`config.mk`:
```
export PLATFORM = sky130hd
export DESIGN_NAME = pwm_frequency_and_duty_calc_flat
export DESIGN_NICKNAME = d
export VERILOG_FILES = /design/src/sv/pwmfd_pkg.sv /design/src/sv/pwmfd_stream_if.sv /design/src/sv/pwmfd_div.sv /design/src/sv/pwm_frequency_and_duty_calc.sv /design/src/flat_wrapper.sv
export SDC_FILE = /design/constraint.sdc
export NUM_CORES = 1
export LEC_CHECK = 0
export ABC_CLOCK_PERIOD_IN_PS = 7250
export BUFFER_PORTS_ARGS = -buffer_cell sky130_fd_sc_hd__buf_4
export CAP_MARGIN = 20
export CORE_UTILIZATION = 30
export CTS_BUF_LIST = sky130_fd_sc_hd__clkbuf_8
export CTS_CLUSTER_DIAMETER = 150
export CTS_CLUSTER_SIZE = 16
export DETAILED_ROUTE_END_ITERATION = 10
export PLACE_DENSITY_LB_ADDON = 0.1
export SYNTH_ARGS = -nofsm -noshare
export SYNTH_HDL_FRONTEND = slang
export SYNTH_SLANG_ARGS = --single-unit
```
`constraint.sdc`:
```
create_clock -name clk -period 7.25 [get_ports clk]
set_input_delay 0 -clock clk [delete_from_list [all_inputs] [get_ports clk]]
set_output_delay 0 -clock clk [all_outputs]
set_load 0.005 [all_outputs]
```
`src/sv/pwmfd_pkg.sv`:
```
// shared types and constants for the pwm frequency and duty calculator
package pwmfd_pkg;

	localparam int PERIOD_W  = 16;
	localparam int PRESC_W   = 4;
	localparam int DIV_W     = 32;
	localparam int DIV_CNT_W = 5;
	localparam int DIV_STEPS = 32;

	localparam logic [1:0] CMD_FREQ_NORM = 2'd0;
	localparam logic [1:0] CMD_FREQ_INV  = 2'd1;
	localparam logic [1:0] CMD_DUTY_PCT  = 2'd2;
	localparam logic [1:0] CMD_DUTY_256  = 2'd3;

	localparam logic [1:0] STATUS_OK   = 2'd0;
	localparam logic [1:0] STATUS_HIGH = 2'd1;
	localparam logic [1:0] STATUS_ZERO = 2'd2;

	localparam logic [DIV_W-1:0]    DUTY_DEN_PCT    = 32'd100;
	localparam logic [DIV_W-1:0]    DUTY_DEN_256    = 32'd256;
	localparam logic [PERIOD_W-1:0] DUTY_AFTER_FREQ = 16'd2;

	typedef struct packed {
		logic [1:0]  cmd;
		logic [1:0]  channel;
		logic [31:0] value;
	} cmd_req_t;

	typedef struct packed {
		logic [1:0]          status;
		logic [1:0]          channel_out;
		logic [PRESC_W-1:0]  prescaler_exp;
		logic [PERIOD_W-1:0] period_count;
		logic [PERIOD_W-1:0] duty_count;
		logic                polarity_high;
	} res_req_t;

	typedef struct packed {
		logic start;
		logic done;
	} div_ctrl_t;

endpackage

```
`src/sv/pwmfd_stream_if.sv`:
```
// valid/ready stream interface carrying one request payload
interface pwmfd_stream_if #(
	parameter type T = logic
);
	logic valid;
	logic ready;
	T     data;

	modport source (output valid, output data, input ready);
	modport sink (input valid, input data, output ready);
endinterface

```
`src/sv/pwmfd_div.sv`:
```
// radix-2 restoring divider, one quotient bit per cycle
module pwmfd_div (
	input  logic                          clk,
	input  logic                          arst_n,
	input  pwmfd_pkg::div_ctrl_t          ctrl_in,
	output pwmfd_pkg::div_ctrl_t          ctrl_out,
	input  logic [pwmfd_pkg::DIV_W-1:0]   dividend,
	input  logic [pwmfd_pkg::DIV_W-1:0]   divisor,
	output logic [pwmfd_pkg::DIV_W-1:0]   quotient
);
	localparam int W = pwmfd_pkg::DIV_W;

	logic                          active_q;
	logic                          done_q;
	logic [pwmfd_pkg::DIV_CNT_W-1:0] cnt_q;
	logic [W-1:0]                  rem_q;
	logic [W-1:0]                  quo_q;
	logic [W-1:0]                  dsr_q;
	logic [W:0]                    partial;
	logic [W+1:0]                  diff;
	logic                          fits;

	assign partial = {rem_q, quo_q[W-1]};
	assign diff    = {1'b0, partial} - {2'b00, dsr_q};
	assign fits    = ~diff[W+1];

	always_ff @(posedge clk or negedge arst_n) begin
		if (!arst_n) begin
			active_q <= 1'b0;
			done_q   <= 1'b0;
			cnt_q    <= '0;
		end else begin
			done_q <= 1'b0;
			if (ctrl_in.start) begin
				active_q <= 1'b1;
				cnt_q    <= '0;
			end else if (active_q) begin
				cnt_q <= cnt_q + 1'b1;
				if (cnt_q == pwmfd_pkg::DIV_CNT_W'(pwmfd_pkg::DIV_STEPS - 1)) begin
					active_q <= 1'b0;
					done_q   <= 1'b1;
				end
			end
		end
	end

	always_ff @(posedge clk) begin
		if (ctrl_in.start) begin
			rem_q <= '0;
			quo_q <= dividend;
			dsr_q <= divisor;
		end else if (active_q) begin
			rem_q <= fits ? diff[W-1:0] : partial[W-1:0];
			quo_q <= {quo_q[W-2:0], fits};
		end
	end

	assign ctrl_out.start = active_q;
	assign ctrl_out.done  = done_q;
	assign quotient       = quo_q;
endmodule

```
`src/sv/pwm_frequency_and_duty_calc.sv`:
```
// pwm frequency and duty calculator top level
// One command is taken at a time; ready is low until its result is loaded into the output
// register. The shared 32-step restoring divider sets the latency. After the divider, a
// frequency command shifts its quotient once per prescaler step (at most 11 for a clock up to
// 100 MHz) and a duty command passes a multiply step; a rejected frequency or an unused
// channel goes straight to the completion step. A stalled output side holds a command in the
// completion step. A new command may be taken while the previous result still waits on the
// output side.
module pwm_frequency_and_duty_calc #(
	parameter int CLOCK_HZ = 48000000,
	parameter int CHANNELS = 4
) (
	input logic             clk,
	input logic             arst_n,
	pwmfd_stream_if.sink    command,
	pwmfd_stream_if.source  result
);
	localparam int DEPTH = (CHANNELS < 4) ? CHANNELS : 4;
	localparam int IDX_W = (DEPTH > 1) ? $clog2(DEPTH) : 1;
	localparam int PW    = pwmfd_pkg::PERIOD_W;
	localparam int QW    = pwmfd_pkg::PRESC_W;
	localparam int DW    = pwmfd_pkg::DIV_W;

	localparam logic [2:0] ST_IDLE = 3'd0;
	localparam logic [2:0] ST_DIV  = 3'd1;
	localparam logic [2:0] ST_NORM = 3'd2;
	localparam logic [2:0] ST_MUL  = 3'd3;
	localparam logic [2:0] ST_DONE = 3'd4;

	logic [2:0]    state_q;
	logic [PW-1:0] period_store_q [DEPTH];
	logic [QW-1:0] prescaler_store_q [DEPTH];
	logic          polarity_store_q [DEPTH];
	logic          res_valid_q;
	pwmfd_pkg::res_req_t res_q;

	logic [1:0]    cmd_q;
	logic [1:0]    ch_q;
	logic          in_range_q;
	logic [1:0]    status_q;
	logic [PW-1:0] duty_q;
	logic [PW-1:0] duty_in_q;
	logic [DW-1:0] work_q;
	logic [QW-1:0] pre_q;

	logic             accept;
	logic             in_range;
	logic             is_freq;
	logic             freq_zero;
	logic             freq_high;
	logic [IDX_W-1:0] idx_in;
	logic [IDX_W-1:0] idx_q;
	logic [DW-1:0]    div_dividend;
	logic [DW-1:0]    div_divisor;
	logic [DW-1:0]    div_quotient;
	logic [47:0]      prod;
	logic             out_free;
	pwmfd_pkg::div_ctrl_t div_in;
	pwmfd_pkg::div_ctrl_t div_out;

	assign command.ready = (state_q == ST_IDLE);
	assign accept        = command.valid && command.ready;
	assign in_range      = {3'b000, command.data.channel} < 5'(CHANNELS);
	assign is_freq       = command.data.cmd inside {pwmfd_pkg::CMD_FREQ_NORM,
		pwmfd_pkg::CMD_FREQ_INV};
	assign freq_zero     = (command.data.value == 32'd0);
	assign freq_high     = (command.data.value > 32'(CLOCK_HZ));
	assign idx_in        = command.data.channel[IDX_W-1:0];
	assign idx_q         = ch_q[IDX_W-1:0];

	assign div_in.start  = accept && in_range && (!is_freq || (!freq_zero && !freq_high));
	assign div_in.done   = 1'b0;
	assign div_dividend  = is_freq ? 32'(CLOCK_HZ) : {period_store_q[idx_in], 16'h0000};
	assign div_divisor   = is_freq ? command.data.value :
		((command.data.cmd == pwmfd_pkg::CMD_DUTY_PCT) ? pwmfd_pkg::DUTY_DEN_PCT :
		pwmfd_pkg::DUTY_DEN_256);

	assign prod     = 48'(duty_in_q) * 48'(work_q);
	assign out_free = !res_valid_q || result.ready;

	pwmfd_div u_div (
		.clk      (clk),
		.arst_n   (arst_n),
		.ctrl_in  (div_in),
		.ctrl_out (div_out),
		.dividend (div_dividend),
		.divisor  (div_divisor),
		.quotient (div_quotient)
	);

	// sequencer, channel store and output valid
	always_ff @(posedge clk or negedge arst_n) begin
		if (!arst_n) begin
			state_q     <= ST_IDLE;
			res_valid_q <= 1'b0;
			for (int i = 0; i < DEPTH; i++) begin
				period_store_q[i]    <= '0;
				prescaler_store_q[i] <= '0;
				polarity_store_q[i]  <= 1'b0;
			end
		end else begin
			if (state_q == ST_DONE && out_free) begin
				res_valid_q <= 1'b1;
			end else if (result.valid && result.ready) begin
				res_valid_q <= 1'b0;
			end
			unique case (state_q)
				ST_IDLE: begin
					if (accept) begin
						state_q <= div_in.start ? ST_DIV : ST_DONE;
					end
				end
				ST_DIV: begin
					if (div_out.done) begin
						state_q <= (cmd_q inside {pwmfd_pkg::CMD_FREQ_NORM,
							pwmfd_pkg::CMD_FREQ_INV}) ? ST_NORM : ST_MUL;
					end
				end
				ST_NORM: begin
					if (work_q[DW-1:PW] == '0) begin
						period_store_q[idx_q]    <= work_q[PW-1:0];
						prescaler_store_q[idx_q] <= pre_q;
						polarity_store_q[idx_q]  <= (cmd_q == pwmfd_pkg::CMD_FREQ_NORM);
						state_q                  <= ST_DONE;
					end
				end
				ST_MUL: begin
					state_q <= ST_DONE;
				end
				ST_DONE: begin
					if (out_free) begin
						state_q <= ST_IDLE;
					end
				end
				default: begin
					state_q <= ST_IDLE;
				end
			endcase
		end
	end

	// working and result payload
	always_ff @(posedge clk) begin
		unique case (state_q)
			ST_IDLE: begin
				if (accept) begin
					cmd_q      <= command.data.cmd;
					ch_q       <= command.data.channel;
					in_range_q <= in_range;
					duty_in_q  <= command.data.value[PW-1:0];
					duty_q     <= '0;
					if (in_range && is_freq && freq_zero) begin
						status_q <= pwmfd_pkg::STATUS_ZERO;
					end else if (in_range && is_freq && freq_high) begin
						status_q <= pwmfd_pkg::STATUS_HIGH;
					end else begin
						status_q <= pwmfd_pkg::STATUS_OK;
					end
				end
			end
			ST_DIV: begin
				if (div_out.done) begin
					work_q <= div_quotient;
					pre_q  <= '0;
				end
			end
			ST_NORM: begin
				if (work_q[DW-1:PW] != '0) begin
					work_q <= work_q >> 1;
					pre_q  <= pre_q + 1'b1;
				end else begin
					duty_q <= pwmfd_pkg::DUTY_AFTER_FREQ;
				end
			end
			ST_MUL: begin
				duty_q <= prod[31:16];
			end
			ST_DONE: begin
				if (out_free) begin
					res_q.status      <= status_q;
					res_q.channel_out <= ch_q;
					res_q.duty_count  <= duty_q;
					if (in_range_q) begin
						res_q.prescaler_exp <= prescaler_store_q[idx_q];
						res_q.period_count  <= period_store_q[idx_q];
						res_q.polarity_high <= polarity_store_q[idx_q];
					end else begin
						res_q.prescaler_exp <= '0;
						res_q.period_count  <= '0;
						res_q.polarity_high <= 1'b0;
					end
				end
			end
			default: begin
			end
		endcase
	end

	assign result.valid = res_valid_q;
	assign result.data  = res_q;

`ifndef SYNTHESIS
	a_div_done_in_div: assert property (@(posedge clk) disable iff (!arst_n)
		div_out.done |-> state_q == ST_DIV)
		else $error("divider finished outside the divide step");

	a_busy_after_accept: assert property (@(posedge clk) disable iff (!arst_n)
		(command.valid && command.ready) |=> !command.ready)
		else $error("second request taken while one is in flight");

	a_result_from_done: assert property (@(posedge clk) disable iff (!arst_n)
		$rose(result.valid) |-> $past(state_q) == ST_DONE)
		else $error("result raised outside the completion step");
`endif
endmodule

```
`src/flat_wrapper.sv`:
```
// flat-port wrapper written by rule: the top's interface ports become plain ports
module pwm_frequency_and_duty_calc_flat 
#(
	parameter int CLOCK_HZ = 48000000,
	parameter int CHANNELS = 4
)
  (clk, arst_n, command_valid, command_data, command_ready, result_valid, result_data, result_ready);
  pwmfd_stream_if #(.T(pwmfd_pkg::cmd_req_t)) command_i ();
  pwmfd_stream_if #(.T(pwmfd_pkg::res_req_t)) result_i ();
  input logic clk;
  input logic arst_n;
  input wire logic [$bits(command_i.valid)-1:0] command_valid;
  input wire logic [$bits(command_i.data)-1:0] command_data;
  output wire logic [$bits(command_i.ready)-1:0] command_ready;
  output wire logic [$bits(result_i.valid)-1:0] result_valid;
  output wire logic [$bits(result_i.data)-1:0] result_data;
  input wire logic [$bits(result_i.ready)-1:0] result_ready;
  assign command_i.valid = command_valid;
  assign command_i.data = command_data;
  assign command_ready = command_i.ready;
  assign result_valid = result_i.valid;
  assign result_data = result_i.data;
  assign result_i.ready = result_ready;
  pwm_frequency_and_duty_calc #(.CLOCK_HZ(CLOCK_HZ), .CHANNELS(CHANNELS)) u_core (.clk(clk), .arst_n(arst_n), .command(command_i), .result(result_i));
endmodule
```
# ---- Word level (Yosys, flattened, before mapping)
# Index checks and enable logic that the tools add are counted.
dict set report classes {
  add_sub_neg 3
  multipliers 1
  n_reduce_logical 32
  muxes 54
  bitwise 3
  n_lt_le_gt_ge 4
  n_eq_ne 14
}
# op n
set ops {}
lappend ops {{two-way mux 32 bit} 7}
lappend ops {{two-way mux 16 bit} 7}
lappend ops {{binary-select mux 16 bit (select 2 bit)} 2}
lappend ops {{bitwise mux 64 bit} 1}
lappend ops {{one-hot mux 32 bit (2 select lines)} 1}
lappend ops {{one-hot mux 16 bit (3 select lines)} 1}
lappend ops {{subtractor 33 x 32 -> 34 bit} 1}
lappend ops {{demux 16 bit (select 2 bit)} 1}
lappend ops {{> comparator 32 x 26 -> 1 bit (second input constant)} 1}
lappend ops {{zero test 32 bit} 1}
lappend ops {{multiplier 16 x 32 -> 32 bit} 1}
lappend ops {{two-way mux 4 bit} 5}
lappend ops {{bitwise mux 16 bit} 1}
lappend ops {{zero test 16 bit} 1}
lappend ops {{nonzero test 16 bit} 1}
lappend ops {{two-way mux 3 bit} 5}
lappend ops {{one-hot mux 3 bit (5 select lines)} 1}
lappend ops {{two-way mux 1 bit} 13}
lappend ops {{two-way mux 5 bit} 2}
lappend ops {{nonzero test 2 bit} 5}
lappend ops {{two-way mux 9 bit} 1}
lappend ops {{binary-select mux 4 bit (select 2 bit)} 1}
lappend ops {{demux 4 bit (select 2 bit)} 1}
lappend ops {{logical AND 1 bit} 8}
lappend ops {{other kinds (26)} 42}
dict set report word_totals {
  in_bits 40
  elab_cells 144
  regBits 306
  out_inout_bits 43
}

# ---- Depth between registers and ports, before layout
# Gate-level depths: netlist (run 1).
dict set report depth {
  depth_word 8
  ltp_mapped 27
  mapped_depth_nobuf 25
}

# ---- Cells and area by module
# Synthesis (run 1) repeated with hierarchy kept, for this count alone.
dict set report hier_totals {
  hier_cells 2427
  hier_area_um2 25946.1
}
# mod n_inst cells_per_inst seq_area_each_um2 area_each_um2
set by_module_without_submodules {}
lappend by_module_without_submodules {pwm_frequency_and_duty_calc 1 1846 5655.4 19955.4}
lappend by_module_without_submodules {pwmfd_div 1 581 2737.6 5990.7}

# ---- Worst setup path after synthesis (run 1)
# OpenSTA, ideal clock, no wires.
dict set report synth_path {
  path_type {register to register}
  startpoint {register u_core.duty_in_q[1]}
  endpoint {register u_core.duty_q[14], data pin}
  setup_ns 0.266
  synth_period_minus_slack_ns 6.702
  n_path_buf 2
  stages_incl_launch_ff 25
  arrival_ns 6.436
  required_time_ns 6.984
  slack_ns 0.548
  cell_sequence {edfxtp_1 > clkbuf_1 > clkbuf_1 > nand2_1 > fa_1 > fa_1 > fa_1 > inv_1 > fa_1 > fa_1 > inv_1 > fa_1 > inv_1 > ha_1 > a21oi_2 > nand2_1 > or4_1 > a22o_1 > o211a_1 > o21ai_2 > o21ai_2 > o31a_1 > a41oi_2 > xor2_1 > nor2_1}
}
dict set report synth_via {
  elab_chain_cells 2
}
# element line
set synth_rtl {}
lappend synth_rtl {{start, declared} pwm_frequency_and_duty_calc.sv:42} ;# logic [PW-1:0] duty_in_q;
lappend synth_rtl {{start signal, assigned} pwm_frequency_and_duty_calc.sv:150} ;# duty_in_q <= command.data.value[PW-1:0];
lappend synth_rtl {{multiplier 16 x 32 -> 32 bit} pwm_frequency_and_duty_calc.sv:78} ;# assign prod = 48'(duty_in_q) * 48'(work_q);
lappend synth_rtl {{one-hot mux 16 bit (3 select lines)} pwm_frequency_and_duty_calc.sv:144} ;# unique case (state_q)
lappend synth_rtl {{end signal, assigned} pwm_frequency_and_duty_calc.sv:172} ;# duty_q <= pwmfd_pkg::DUTY_AFTER_FREQ;
lappend synth_rtl {{end signal, assigned} pwm_frequency_and_duty_calc.sv:176} ;# duty_q <= prod[31:16];
lappend synth_rtl {{end, declared} pwm_frequency_and_duty_calc.sv:41} ;# logic [PW-1:0] duty_q;
# No other way between the ends.
# A chain may end at the register's enable or synchronous reset.

# ---- Worst setup path after layout (run 1)
dict set report layout_path {
  startpoint {register u_core.work_q[5]}
  endpoint {register u_core.duty_q[14], data pin}
}
dict set report layout_via {
  elab_chain_cells 2
}
# element line
set layout_rtl {}
lappend layout_rtl {{start, declared} pwm_frequency_and_duty_calc.sv:43} ;# logic [DW-1:0] work_q;
lappend layout_rtl {{start signal, assigned} pwm_frequency_and_duty_calc.sv:163} ;# work_q <= div_quotient;
lappend layout_rtl {{start signal, assigned} pwm_frequency_and_duty_calc.sv:169} ;# work_q <= work_q >> 1;
lappend layout_rtl {{multiplier 16 x 32 -> 32 bit} pwm_frequency_and_duty_calc.sv:78}
lappend layout_rtl {{one-hot mux 16 bit (3 select lines)} pwm_frequency_and_duty_calc.sv:144}
# No other way between the ends.

==> Implementation_results.wiki, run 1 <==
{| class="wikitable"
! Metric !! Value
|-
| End of the worst register-to-register path || u_core.duty_q[14]
|-
| Share of flip-flops with an asynchronous set or reset after synthesis || 31.0%
|-
| Yosys synthesis warning count || 0
|-
| Kind of critical path || flop to flop
|-
| Post-synth net total || 2884
|-
| Detailed router's first-iteration violation count || 919
|-
| Final Hold Vio Count || 0
|-
| Terminating pin of the worst hold path || u_core.duty_in_q[4]
|-
| Final worst hold slack || 0.113 ns
|-
| Time the worst path needs with I/O delays and setup || 6.92 ns
|-
| Most common cell after layout, fill and taps aside || sky130_fd_sc_hd__inv_1
|-
| Number of cells traversed by the worst hold path || 2
|-
| Vias after detailed routing || 17055
|-
| Slowest CP cell || sky130_fd_sc_hd__edfxtp_1
|-
| Fmax || 145 MHz
|-
| FP Rows || 106
|-
| Post-Route Skew || 0.0297 ns
|-
| Max clock buf depth || 3
|-
| Setup Viol. Count Final || 0
|-
| Maximum number of pins on one net before global-route repair || 80
|-
| Top library cells by usage in the layout, fill and taps aside || sky130_fd_sc_hd__inv_1 (419), sky130_fd_sc_hd__nand2_1 (401), sky130_fd_sc_hd__fa_1 (304)
|-
| Crit Reg-Reg Startpoint || u_core.work_q[5]
|-
| Die X-Extent || 292 um
|-
| I/O Buffers || 82
|-
| Critical Path Most Common Cell || sky130_fd_sc_hd__fa_1
|-
| Clock tree from TritonCTS || built
|-
| Summed instance area of the synthesized netlist || 0.0252 mm^2
|-
| Number of enable flip-flop cells after synthesis || 179
|-
| Final net count || 3001
|-
| RSZ-0062 raised after global routing || false
|-
| Vias per std cell || 4.66
|-
| Average wire length per cell after detail routing || 19.6 um
|-
| Clock insertion delay at the later pin of the skew report || 0.67 ns
|-
| Top Family by Delay on Critical Path || adder cells
|-
| Worst slack, placed || 0.116 ns
|-
| Class of the tightest hold or removal check || input pin to flop
|-
| Detailed-route DRC error count || 0
|-
| Worst EP required || 7.66 ns
|-
| Biggest cell delay along the critical path || 0.57 ns
|-
| Wire length of the first global-routing pass || 112000 um
|-
| Type of element launching the critical path || flop
|-
| #FFs+latches synth || 306
|-
| Synth-to-layout area growth || 12.7%
|-
| Antenna violations before repair || 2
|-
| Avg Synthesized Cell Area || 10.3 um^2
|-
| Initial cell density of the core || 30.3%
|-
| Via count of the first global-routing pass || 18651
|-
| Gate Count Post-Synth || 2443
|-
| Placer Congestion || 0.811
|-
| Maximum capacitance violations || 0
|-
| Measured slew at the worst slew-check pin || 0.973 ns
|-
| Post-route clock period utilization || 95.4%
|-
| Arrival time of the worst setup path || 7.33 ns
|-
| Antenna-violating nets left || 0
|-
| Ratio of cells with drive above 1 in the final layout || 13.2%
|-
| Total CTS buffers || 23
|-
| GRT Resource Usage Total || 17.1%
|-
| Max Slew Vio Count || 0
|-
| Kind of capture point of the worst setup path || flop
|-
| DPL Wire Length || 52500 um
|-
| Worst path setup slack after routing || 0.335 ns
|-
| Total number of H-tree levels || 1
|-
| Chain of cells forming the critical path || and2_1 -> fa_1 -> inv_1 -> fa_1 -> fa_1 -> fa_1 -> inv_1 -> fa_1 -> inv_1 -> fa_1 -> inv_1 -> ha_1 -> a21oi_1 -> o22ai_1 -> or4_1 -> a22o_1 -> o211a_1 -> o21ai_2 -> o21ai_2 -> o31a_1 -> a41oi_2 -> xor2_1 -> nor2_1
|-
| Peak fanout along the critical path || 9
|-
| Slew margin rel. || 35.1%
|-
| Count of boundary I/O pins || 83
|-
| Area of the die || 0.0853 mm^2
|-
| Main synth FF type || sky130_fd_sc_hd__edfxtp_1
|-
| Overflow left after global routing || 0
|-
| CTS root buf || sky130_fd_sc_hd__clkbuf_8
|-
| Distinct cells, synth || 65
|-
| Origin of the worst min-delay path || command_data[4]
|-
| R2R depth || 23
|-
| Placeable core region || 0.0834 mm^2
|-
| Worst setup slack for register-to-register paths || 0.33 ns
|-
| Die height || 292 um
|-
| Clock-pin slew on the worst setup and hold paths || 0.12 ns
|-
| Wire length after detailed routing || 71900 um
|-
| Register area share after synthesis || 33.2%
|-
| Num Clock Sinks || 306
|-
| First drt pass iteration count || 6
|-
| Result of the run || complete, no violations
|-
| Total negative setup slack || 0 ns
|-
| WP buf/inv || 4
|}
cell usage after synthesis, types with 40 or more instances:
cell type	n	share of area, %
sky130_fd_sc_hd__edfxtp_1	179	21
sky130_fd_sc_hd__fa_1	304	24
sky130_fd_sc_hd__mux2_2	82	3.7
sky130_fd_sc_hd__dfrtp_1	95	9.4
sky130_fd_sc_hd__inv_1	404	6.0
sky130_fd_sc_hd__nor2b_1	44	1.1
sky130_fd_sc_hd__o21ai_0	59	1.2
sky130_fd_sc_hd__ha_1	97	4.8
sky130_fd_sc_hd__and2_1	151	3.7
sky130_fd_sc_hd__nor2_1	88	1.3
sky130_fd_sc_hd__a21oi_1	45	0.89
sky130_fd_sc_hd__nand2_1	401	6.0
sky130_fd_sc_hd__xnor2_1	40	1.4
sky130_fd_sc_hd__clkbuf_1	115	1.7
what timing repair did:
item / CTS / global route
resized for setup: 0 / 1
endpoints found under the hold margin: 163 / 0
setup endpoints to repair: 0 / 5
buffers inserted: 0 / 21
hold buffers: 55 / 0
cell families after synthesis:
family / share of synthesized area [%]
AO/OA/AOI/OAI: 5.53
XOR/XNOR: 2.43
adder cells (fa/ha/maj): 28.9
buffers and inverters: 8.03
flip-flops: 33.2
multiplexers: 7.24
AND/OR/NAND/NOR: 14.6
per-stage QoR:
step	utilization, %	std cells	instance area (um^2)
2_1_floorplan	-	2443	25200
3_3_place_gp	32.7	3539	27300
3_5_place_dp	32.7	3539	27300
4_1_cts	33.9	3636	28300
5_1_grt	34.1	3658	28500
6_report	34.1	3658	28500
final cells by class:
class                           count  area, um^2
Clock inverter                     18         106
Multi-Input combinational cell   1600       14900
Tap cell                         1080        1350
Fill cell                        8485       55000
Clock buffer                       24         330
Sequential cell                   306        8390
Timing Repair Buffer              225        1880
Antenna cell                        1        2.50
Inverter                          404        1520
registers in the layout (all words and copies together), names as in the netlist:
| signal | flops |
|---|---|
| u_core.ch_q | 2 |
| u_core.cmd_q | 2 |
| u_core.duty_in_q | 16 |
| u_core.duty_q | 16 |
| u_core.period_store_q | 64 |
| u_core.polarity_store_q | 4 |
| u_core.pre_q | 4 |
| u_core.prescaler_store_q | 16 |
| u_core.result.data | 41 |
| u_core.result.valid | 1 |
| u_core.state_q | 3 |
| u_core.status_q | 2 |
| u_core.u_div.active_q | 1 |
| u_core.u_div.cnt_q | 5 |
| u_core.u_div.done_q | 1 |
| u_core.u_div.dsr_q | 32 |
| u_core.u_div.quotient | 32 |
| u_core.u_div.rem_q | 32 |
| u_core.work_q | 32 |
worst max-delay path by stage:
stage	from	endpoint	slack [ns]	cells after the start
2_1_floorplan	u_core.duty_in_q[1]	u_core.duty_q[14]	0.55	24
5_1_grt	u_core.work_q[1]	u_core.duty_q[14]	0.002	22
3_5_place_dp	u_core.duty_in_q[2]	u_core.duty_q[14]	0.12	22
4_1_cts	u_core.duty_in_q[2]	u_core.duty_q[14]	0.09	22
6_report	u_core.work_q[5]	u_core.duty_q[14]	0.33	23
3_3_place_gp	u_core.work_q[4]	u_core.duty_q[14]	0.18	23
layer usage:
layer,GRT usage [%],vias to the layer above,routed length (um),part of all wire [%]
li1,-,7974,-,-
met2,29.5,289,34800,48
met3,2.23,65,2610,3.6
met1,23.2,8727,33300,46
met4,2.70,0,1090,1.5
met5,0,-,0,0
Power of run 1 is left out: the tool's default activity adds up to more than one toggle a clock period on the data nets, which glitch-free logic cannot reach.
==> run 2, diff against run 1 <==
--- a/config.mk
+++ b/config.mk
@@ -6,13 +6,13 @@
 export NUM_CORES = 1
 export LEC_CHECK = 0
 export ABC_CLOCK_PERIOD_IN_PS = 7250
-export BUFFER_PORTS_ARGS = -buffer_cell sky130_fd_sc_hd__buf_4
 export CAP_MARGIN = 20
-export CORE_UTILIZATION = 30
+export CORE_UTILIZATION = 55
 export CTS_BUF_LIST = sky130_fd_sc_hd__clkbuf_8
 export CTS_CLUSTER_DIAMETER = 150
 export CTS_CLUSTER_SIZE = 16
 export DETAILED_ROUTE_END_ITERATION = 10
+export DONT_BUFFER_PORTS = 1
 export PLACE_DENSITY_LB_ADDON = 0.1
 export SYNTH_ARGS = -nofsm -noshare
 export SYNTH_HDL_FRONTEND = slang
==> run 2 against run 1 <==
The run now ends with negative hold slack left. Hold slack got worse by 0.11 ns. Clock skew rose by 0.026 ns. Core utilization rose by 26 points. Sequential share of layout area rose by 1.4 points. Fmax fell by 0.47%. Wire length fell by 13%. Critical endpoint is now u_core.duty_q[13].
==> Implementation_results.wiki, run 2 (synthesized netlist as in run 1, its figures left out) <==
{| class="wikitable"
! Metric !! Value
|-
| Result of the run || complete, but fails checks
|-
| Violated checks || negative hold slack
|-
| Slowest CP cell || sky130_fd_sc_hd__edfxtp_1
|-
| Time the worst path needs with I/O delays and setup || 6.95 ns (+0.0329 ns)
|-
| Total CTS buffers || 24 (+4.3%)
|-
| I/O Buffers || 0 (-100%)
|-
| Post-placement cell area || 0.0260 mm^2 (-4.6%)
|-
| Peak fanout along the critical path || 8 (-1)
|-
| Placeable core region || 0.0453 mm^2 (-46%)
|-
| Largest register FFs || 64 (unchanged)
|-
| Initial cell density of the core || 55.7% (+25 points)
|-
| Count of boundary I/O pins || 83 (unchanged)
|-
| Worst EP required || 7.63 ns (-0.03 ns)
|-
| Kind of critical path || flop to flop
|-
| Most common cell after layout, fill and taps aside || sky130_fd_sc_hd__inv_1
|-
| Max Slew Vio Count || 0 (unchanged)
|-
| First drt pass iteration count || 5 (-1)
|-
| Maximum capacitance violations || 0 (unchanged)
|-
| FP Rows || 78 (-26%)
|-
| Fmax || 144 MHz (-0.47%)
|-
| Die height || 216 um (-26%)
|-
| Post-route clock period utilization || 95.8% (+0.45 points)
|-
| Ratio of cells with drive above 1 in the final layout || 10.1% (-3.0 points)
|-
| Via count of the first global-routing pass || 18234 (-2.2%)
|-
| Critical Path Most Common Cell || sky130_fd_sc_hd__fa_1
|-
| Worst setup slack for register-to-register paths || 0.30 ns (-0.03 ns)
|-
| Kind of capture point of the worst setup path || flop
|-
| R2R depth || 23 (unchanged)
|-
| Post-Route Skew || 0.0557 ns (+0.0260 ns)
|-
| Register bank with the most flops || u_core.period_store_q
|-
| Clock tree from TritonCTS || built
|-
| Type of element launching the critical path || flop
|-
| Detailed router's first-iteration violation count || 1181 (+29%)
|-
| Wire length of the first global-routing pass || 100000 um (-10%)
|-
| Class of the tightest hold or removal check || input pin to async pin
|-
| Setup Viol. Count Final || 0 (unchanged)
|-
| Placer Congestion || 0.923 (+14%)
|-
| Max clock buf depth || 3 (unchanged)
|-
| CTS root buf || sky130_fd_sc_hd__clkbuf_8
|-
| Vias per std cell || 5.57 (+19%)
|-
| Maximum number of pins on one net before global-route repair || 96 (+20%)
|-
| Arrival time of the worst setup path || 7.33 ns (about the same)
|-
| Antenna violations before repair || 3 (+1)
|-
| Final worst hold slack || -0.00105 ns (-0.114 ns)
|-
| Wire length after detailed routing || 62700 um (-13%)
|-
| Area of the die || 0.0468 mm^2 (-45%)
|-
| Crit Reg-Reg Startpoint || u_core.duty_in_q[4]
|-
| Biggest cell delay along the critical path || 0.54 ns (-0.03 ns)
|-
| Finished Cell Area || 0.0271 mm^2 (-4.7%)
|-
| Synth-to-layout area growth || 7.47%
|-
| Total number of H-tree levels || 1 (unchanged)
|-
| Clock-pin slew on the worst setup and hold paths || 0.11 ns (about the same)
|-
| Measured slew at the worst slew-check pin || 1.06 ns (+0.0820 ns)
|-
| Antenna-violating nets left || 0 (unchanged)
|-
| Detailed-route DRC error count || 0 (unchanged)
|-
| Post-cts gate resize count || 0 (unchanged)
|-
| Die X-Extent || 216 um (-26%)
|-
| GRT Resource Usage Total || 27.8% (+11 points)
|-
| Average wire length per cell after detail routing || 20.4 um (+3.7%)
|-
| Overflow left after global routing || 0 (unchanged)
|-
| Num Clock Sinks || 306 (unchanged)
|-
| Final net count || 2897 (-3.5%)
|-
| Top library cells by usage in the layout, fill and taps aside || sky130_fd_sc_hd__inv_1 (419), sky130_fd_sc_hd__nand2_1 (401), sky130_fd_sc_hd__fa_1 (304)
|-
| Final Hold Vio Count || 2 (+2)
|-
| Vias after detailed routing || 17119 (+0.38%)
|-
| End of the worst register-to-register path || u_core.duty_q[13]
|-
| Chain of cells forming the critical path || and2_1 -> fa_1 -> inv_1 -> fa_1 -> fa_1 -> fa_1 -> inv_1 -> fa_1 -> inv_1 -> fa_1 -> inv_1 -> ha_1 -> a21oi_1 -> o22ai_1 -> or4_1 -> a22o_1 -> o211a_1 -> o21ai_2 -> o21ai_2 -> o31a_1 -> a31oi_1 -> xor2_1 -> nor2_1
|-
| Number of fill cells in the layout || 3890 (-54%)
|-
| Slew margin rel. || 29.6% (-5.5 points)
|-
| Clock insertion delay at the later pin of the skew report || 0.66 ns (about the same)
|-
| DPL Wire Length || 45200 um (-14%)
|}
## run 2: cell count changes in the layout (fill, tap and decap cells not counted), moves of 3 or more
| cell | change |
|---|---|
| sky130_fd_sc_hd__buf_16 | +3 |
| sky130_fd_sc_hd__buf_4 | -89 |
| sky130_fd_sc_hd__clkinv_8 | +3 |
| sky130_fd_sc_hd__dlygate4sd3_1 | -15 |
## run 2: area by class of cell
| type | count | area, um^2 | area share, % |
|---|---|---|---|
| tap | 600 | 751 | 2.77 |
| inverter | 404 | 1520 | 5.59 |
| clock inverter | 20 | 165 | 0.609 |
| timing repair buffer | 120 | 1100 | 4.04 |
| sequential | 306 | 8390 | 30.9 |
| antenna | 2 | 5.00 | 0.0184 |
| multi-input combinational | 1600 | 14900 | 54.8 |
| clock buffer | 24 | 330 | 1.22 |
## run 2: through the flow
step	util (%)	instances	setup slack [ns]	hold slack, ns	setup TNS, ns
final	59.9	3076	0.302	-0.00105	0
after global routing	59.9	3074	-0.0108	0.0254	-0.0108
after CTS	59.6	3061	0.204	0.00855	0
after detailed placement	57.4	2974	0.181	-0.291	0
after global placement	57.4	2974	0.336	-0.290	0
after floorplan	-	2443	0.548	-0.296	0
## run 2: how the worst max path moves through the flow
stage	startpoint	endpoint
floorplan	u_core.duty_in_q[1]	u_core.duty_q[14]
global placement	u_core.duty_in_q[2]	u_core.duty_q[14]
detailed placement	u_core.duty_in_q[2]	u_core.duty_q[13]
CTS	u_core.duty_in_q[2]	u_core.duty_q[13]
global route	u_core.duty_in_q[4]	u_core.duty_q[13]
finish	u_core.duty_in_q[4]	u_core.duty_q[13]
## run 2: worst max-delay path, delay by kind of cell (launching register included)
kind	cells	cell delay [ns]
simple gates	3	0.67
flops	1	0.54
fa+ha+maj	7	3.37
xor+xnor	1	0.18
compound gates	8	1.69
buf+inv	4	0.20
## run 2: timing repair
| item | in CTS | in global routing |
|---|---|---|
| hold buffers | 43 | 0 |
| endpoints found under the hold margin | 213 | 0 |
| setup buffers | 0 | 12 |
| setup endpoints to repair | 0 | 3 |
## run 2: metal layers
metal | part of all wire (%) | vias up | GRT usage [%]
li1 | - | 7776 | -
met1 | 43 | 8716 | 38.4
met5 | 0 | - | 0
met3 | 6.9 | 104 | 5.00
met4 | 2.8 | 0 | 8.36
met2 | 47 | 523 | 44.9
Power of run 2 is left out for the same reason.
==> run 3, diff against run 2 <==
--- a/config.mk
+++ b/config.mk
@@ -8,7 +8,6 @@
 export ABC_CLOCK_PERIOD_IN_PS = 7250
 export CAP_MARGIN = 20
 export CORE_UTILIZATION = 55
-export CTS_BUF_LIST = sky130_fd_sc_hd__clkbuf_8
 export CTS_CLUSTER_DIAMETER = 150
 export CTS_CLUSTER_SIZE = 16
 export DETAILED_ROUTE_END_ITERATION = 10
==> run 3 against run 2 <==
The run still ends with negative hold slack left. Cell count is essentially flat. Sequential cell count unchanged. Critical path depth did not move. Die area unchanged. Setup slack better by 0.022 ns. Hold slack got worse by 0.014 ns. First-iteration DRC count is 6.5% lower. Via count about the same. Core utilization rose by 0.53 points. Fmax up 0.32%. Clock-buffer cell count grew 17.
==> Implementation_results.wiki, run 3 (synthesized netlist as in run 1, its figures left out) <==
{| class="wikitable"
! Metric !! Value
|-
| First drt pass iteration count || 5 (unchanged)
|-
| Class of the tightest hold or removal check || input pin to async pin
|-
| Wire length of the first global-routing pass || 101000 um (+0.32%)
|-
| Final Hold Vio Count || 6 (+4)
|-
| Total number of H-tree levels || 1 (unchanged)
|-
| Clock insertion delay at the later pin of the skew report || 0.59 ns (-0.07 ns)
|-
| Number of fill cells in the layout || 3848 (-1.1%)
|-
| Antenna-violating nets left || 0 (unchanged)
|-
| Fmax || 144 MHz (+0.32%)
|-
| Vias after detailed routing || 17112 (-0.041%)
|-
| Initial cell density of the core || 55.7% (unchanged)
|-
| Most common cell after layout, fill and taps aside || sky130_fd_sc_hd__inv_1
|-
| Vias per std cell || 5.57 (about the same)
|-
| Arrival time of the worst setup path || 7.25 ns (-0.08 ns)
|-
| Detailed router's first-iteration violation count || 1104 (-6.5%)
|-
| CTS root buf || sky130_fd_sc_hd__clkbuf_16
|-
| Maximum capacitance violations || 0 (unchanged)
|-
| Worst EP required || 7.57 ns (-0.06 ns)
|-
| Measured slew at the worst slew-check pin || 1.05 ns (-0.000997 ns)
|-
| Type of element launching the critical path || flop
|-
| Peak fanout along the critical path || 9 (+1)
|-
| Total negative setup slack || 0 ns (unchanged)
|-
| Post-Route Skew || 0.0240 ns (-0.0317 ns)
|-
| Average wire length per cell after detail routing || 20.4 um (about the same)
|-
| GRT Resource Usage Total || 27.9% (+0.12 points)
|-
| Overflow left after global routing || 0 (unchanged)
|-
| Slew margin rel. || 29.7% (+0.066 points)
|-
| Largest register FFs || 64 (unchanged)
|-
| Antenna violations before repair || 3 (unchanged)
|-
| I/O Buffers || 0 (unchanged)
|-
| Num Clock Sinks || 306 (unchanged)
|-
| Area of the die || 0.0468 mm^2 (unchanged)
|-
| Die X-Extent || 216 um (unchanged)
|-
| Kind of critical path || flop to flop
|-
| Final net count || 2895 (-0.069%)
|-
| Violated checks || negative hold slack
|-
| Synth-to-layout area growth || 8.42%
|-
| Count of boundary I/O pins || 83 (unchanged)
|-
| Setup Viol. Count Final || 0 (unchanged)
|-
| RSZ-0062 raised after global routing || false
|-
| Placeable core region || 0.0453 mm^2 (unchanged)
|-
| Total CTS buffers || 24 (unchanged)
|-
| Register bank with the most flops || u_core.period_store_q
|-
| Kind of capture point of the worst setup path || flop
|-
| Die height || 216 um (unchanged)
|-
| Time the worst path needs with I/O delays and setup || 6.93 ns (-0.0221 ns)
|-
| Clock tree from TritonCTS || built
|-
| Placer Congestion || 0.923 (unchanged)
|-
| Max clock buf depth || 3 (unchanged)
|-
| Clock-pin slew on the worst setup and hold paths || 0.08 ns (-0.03 ns)
|-
| Top library cells by usage in the layout, fill and taps aside || sky130_fd_sc_hd__inv_1 (404), sky130_fd_sc_hd__nand2_1 (401), sky130_fd_sc_hd__fa_1 (304)
|-
| DPL Wire Length || 45200 um (unchanged)
|-
| Post-cts gate resize count || 0 (unchanged)
|-
| Post-route clock period utilization || 95.5% (-0.30 points)
|-
| Final worst hold slack || -0.0147 ns (-0.0136 ns)
|-
| Result of the run || complete, but fails checks
|-
| Maximum number of pins on one net before global-route repair || 96 (unchanged)
|-
| FP Rows || 78 (unchanged)
|-
| Max Slew Vio Count || 0 (unchanged)
|-
| Detailed-route DRC error count || 0 (unchanged)
|-
| Wire length after detailed routing || 62600 um (about the same)
|-
| Via count of the first global-routing pass || 18218 (-0.088%)
|-
| Ratio of cells with drive above 1 in the final layout || 10.0% (-0.073 points)
|}
run 3: cell count changes in the layout (fill, tap and decap cells not counted):
| cell | delta |
|---|---|
| sky130_fd_sc_hd__buf_16 | -1 |
| sky130_fd_sc_hd__buf_4 | -1 |
| sky130_fd_sc_hd__inv_1 | -15 |
| sky130_fd_sc_hd__clkinv_8 | -1 |
| sky130_fd_sc_hd__clkinv_16 | +1 |
| sky130_fd_sc_hd__clkbuf_1 | +15 |
| sky130_fd_sc_hd__clkbuf_16 | +26 |
| sky130_fd_sc_hd__clkbuf_8 | -24 |
| sky130_fd_sc_hd__bufinv_16 | -2 |
run 3: metrics by stage:
stage	utilization, %	instances	area (um^2)	hold WS, ns	worst slack [ns]
6_report	60.4	3074	27400	-0.0147	0.324
5_1_grt	60.4	3072	27400	0.0196	0.00310
4_1_cts	60.2	3060	27200	0.0166	0.204
3_5_place_dp	57.4	2974	26000	-0.291	0.181
3_3_place_gp	57.4	2974	26000	-0.290	0.336
2_1_floorplan	-	2443	25200	-0.296	0.548
run 3: timing repair:
action,4_1_cts,5_1_grt
hold buffers,42,0
buffers inserted,0,11
setup endpoints to repair,0,3
endpoints found under the hold margin,207,0
run 3: worst paths after layout:
kind	start	to	slack, ns	cells past startpoint
hold / removal	arst_n	u_core.period_store_q[44]	-0.01	2
setup / recovery	u_core.duty_in_q[4]	u_core.duty_q[13]	0.32	23
hold reg to reg	u_core.duty_q[10]	u_core.result.data[11]	0.43	0
min in group clk	command_data[8]	u_core.duty_in_q[8]	0.13	1
setup reg to reg	u_core.duty_in_q[4]	u_core.duty_q[13]	0.32	23
max in group asynchronous	arst_n	u_core.u_div.active_q	6.85	2
run 3: final cells by class:
type	count	area (um^2)	share of cell area, %
repair buffers	118	1060	3.88
flip-flops and latches	306	8390	30.7
diodes	2	5.00	0.0183
multi-input cells	1600	14900	54.3
clock inverters	3	62.6	0.229
clock buffers	41	707	2.58
well taps	600	751	2.74
inverters	404	1520	5.54
run 3: critical path, stage by stage, from the launching register on:
cell and delay, ns:
sky130_fd_sc_hd__edfxtp_1 0.54, sky130_fd_sc_hd__and2_1 0.22, sky130_fd_sc_hd__fa_1 0.54, sky130_fd_sc_hd__inv_1 0.05
sky130_fd_sc_hd__fa_1 0.46, sky130_fd_sc_hd__fa_1 0.50, sky130_fd_sc_hd__fa_1 0.54, sky130_fd_sc_hd__inv_1 0.05
sky130_fd_sc_hd__fa_1 0.47, sky130_fd_sc_hd__inv_1 0.05, sky130_fd_sc_hd__fa_1 0.52, sky130_fd_sc_hd__inv_1 0.05
sky130_fd_sc_hd__ha_1 0.34, sky130_fd_sc_hd__a21oi_1 0.19, sky130_fd_sc_hd__o22ai_1 0.12, sky130_fd_sc_hd__or4_1 0.40
sky130_fd_sc_hd__a22o_1 0.24, sky130_fd_sc_hd__o211a_1 0.25, sky130_fd_sc_hd__o21ai_2 0.20, sky130_fd_sc_hd__o21ai_2 0.14
sky130_fd_sc_hd__o31a_1 0.33, sky130_fd_sc_hd__a31oi_1 0.22, sky130_fd_sc_hd__xor2_1 0.18, sky130_fd_sc_hd__nor2_1 0.05
run 3: per-layer routing:
metal  track usage (%)  part of all wire, %  vias to the layer above
li1                  -                    -                     7776
met1              38.5                   43                     8717
met2              44.9                   47                      508
met3              5.09                  6.8                      111
met4              8.76                  3.2                        0
met5                 0                    0                        -
Power of run 3 is left out for the same reason.
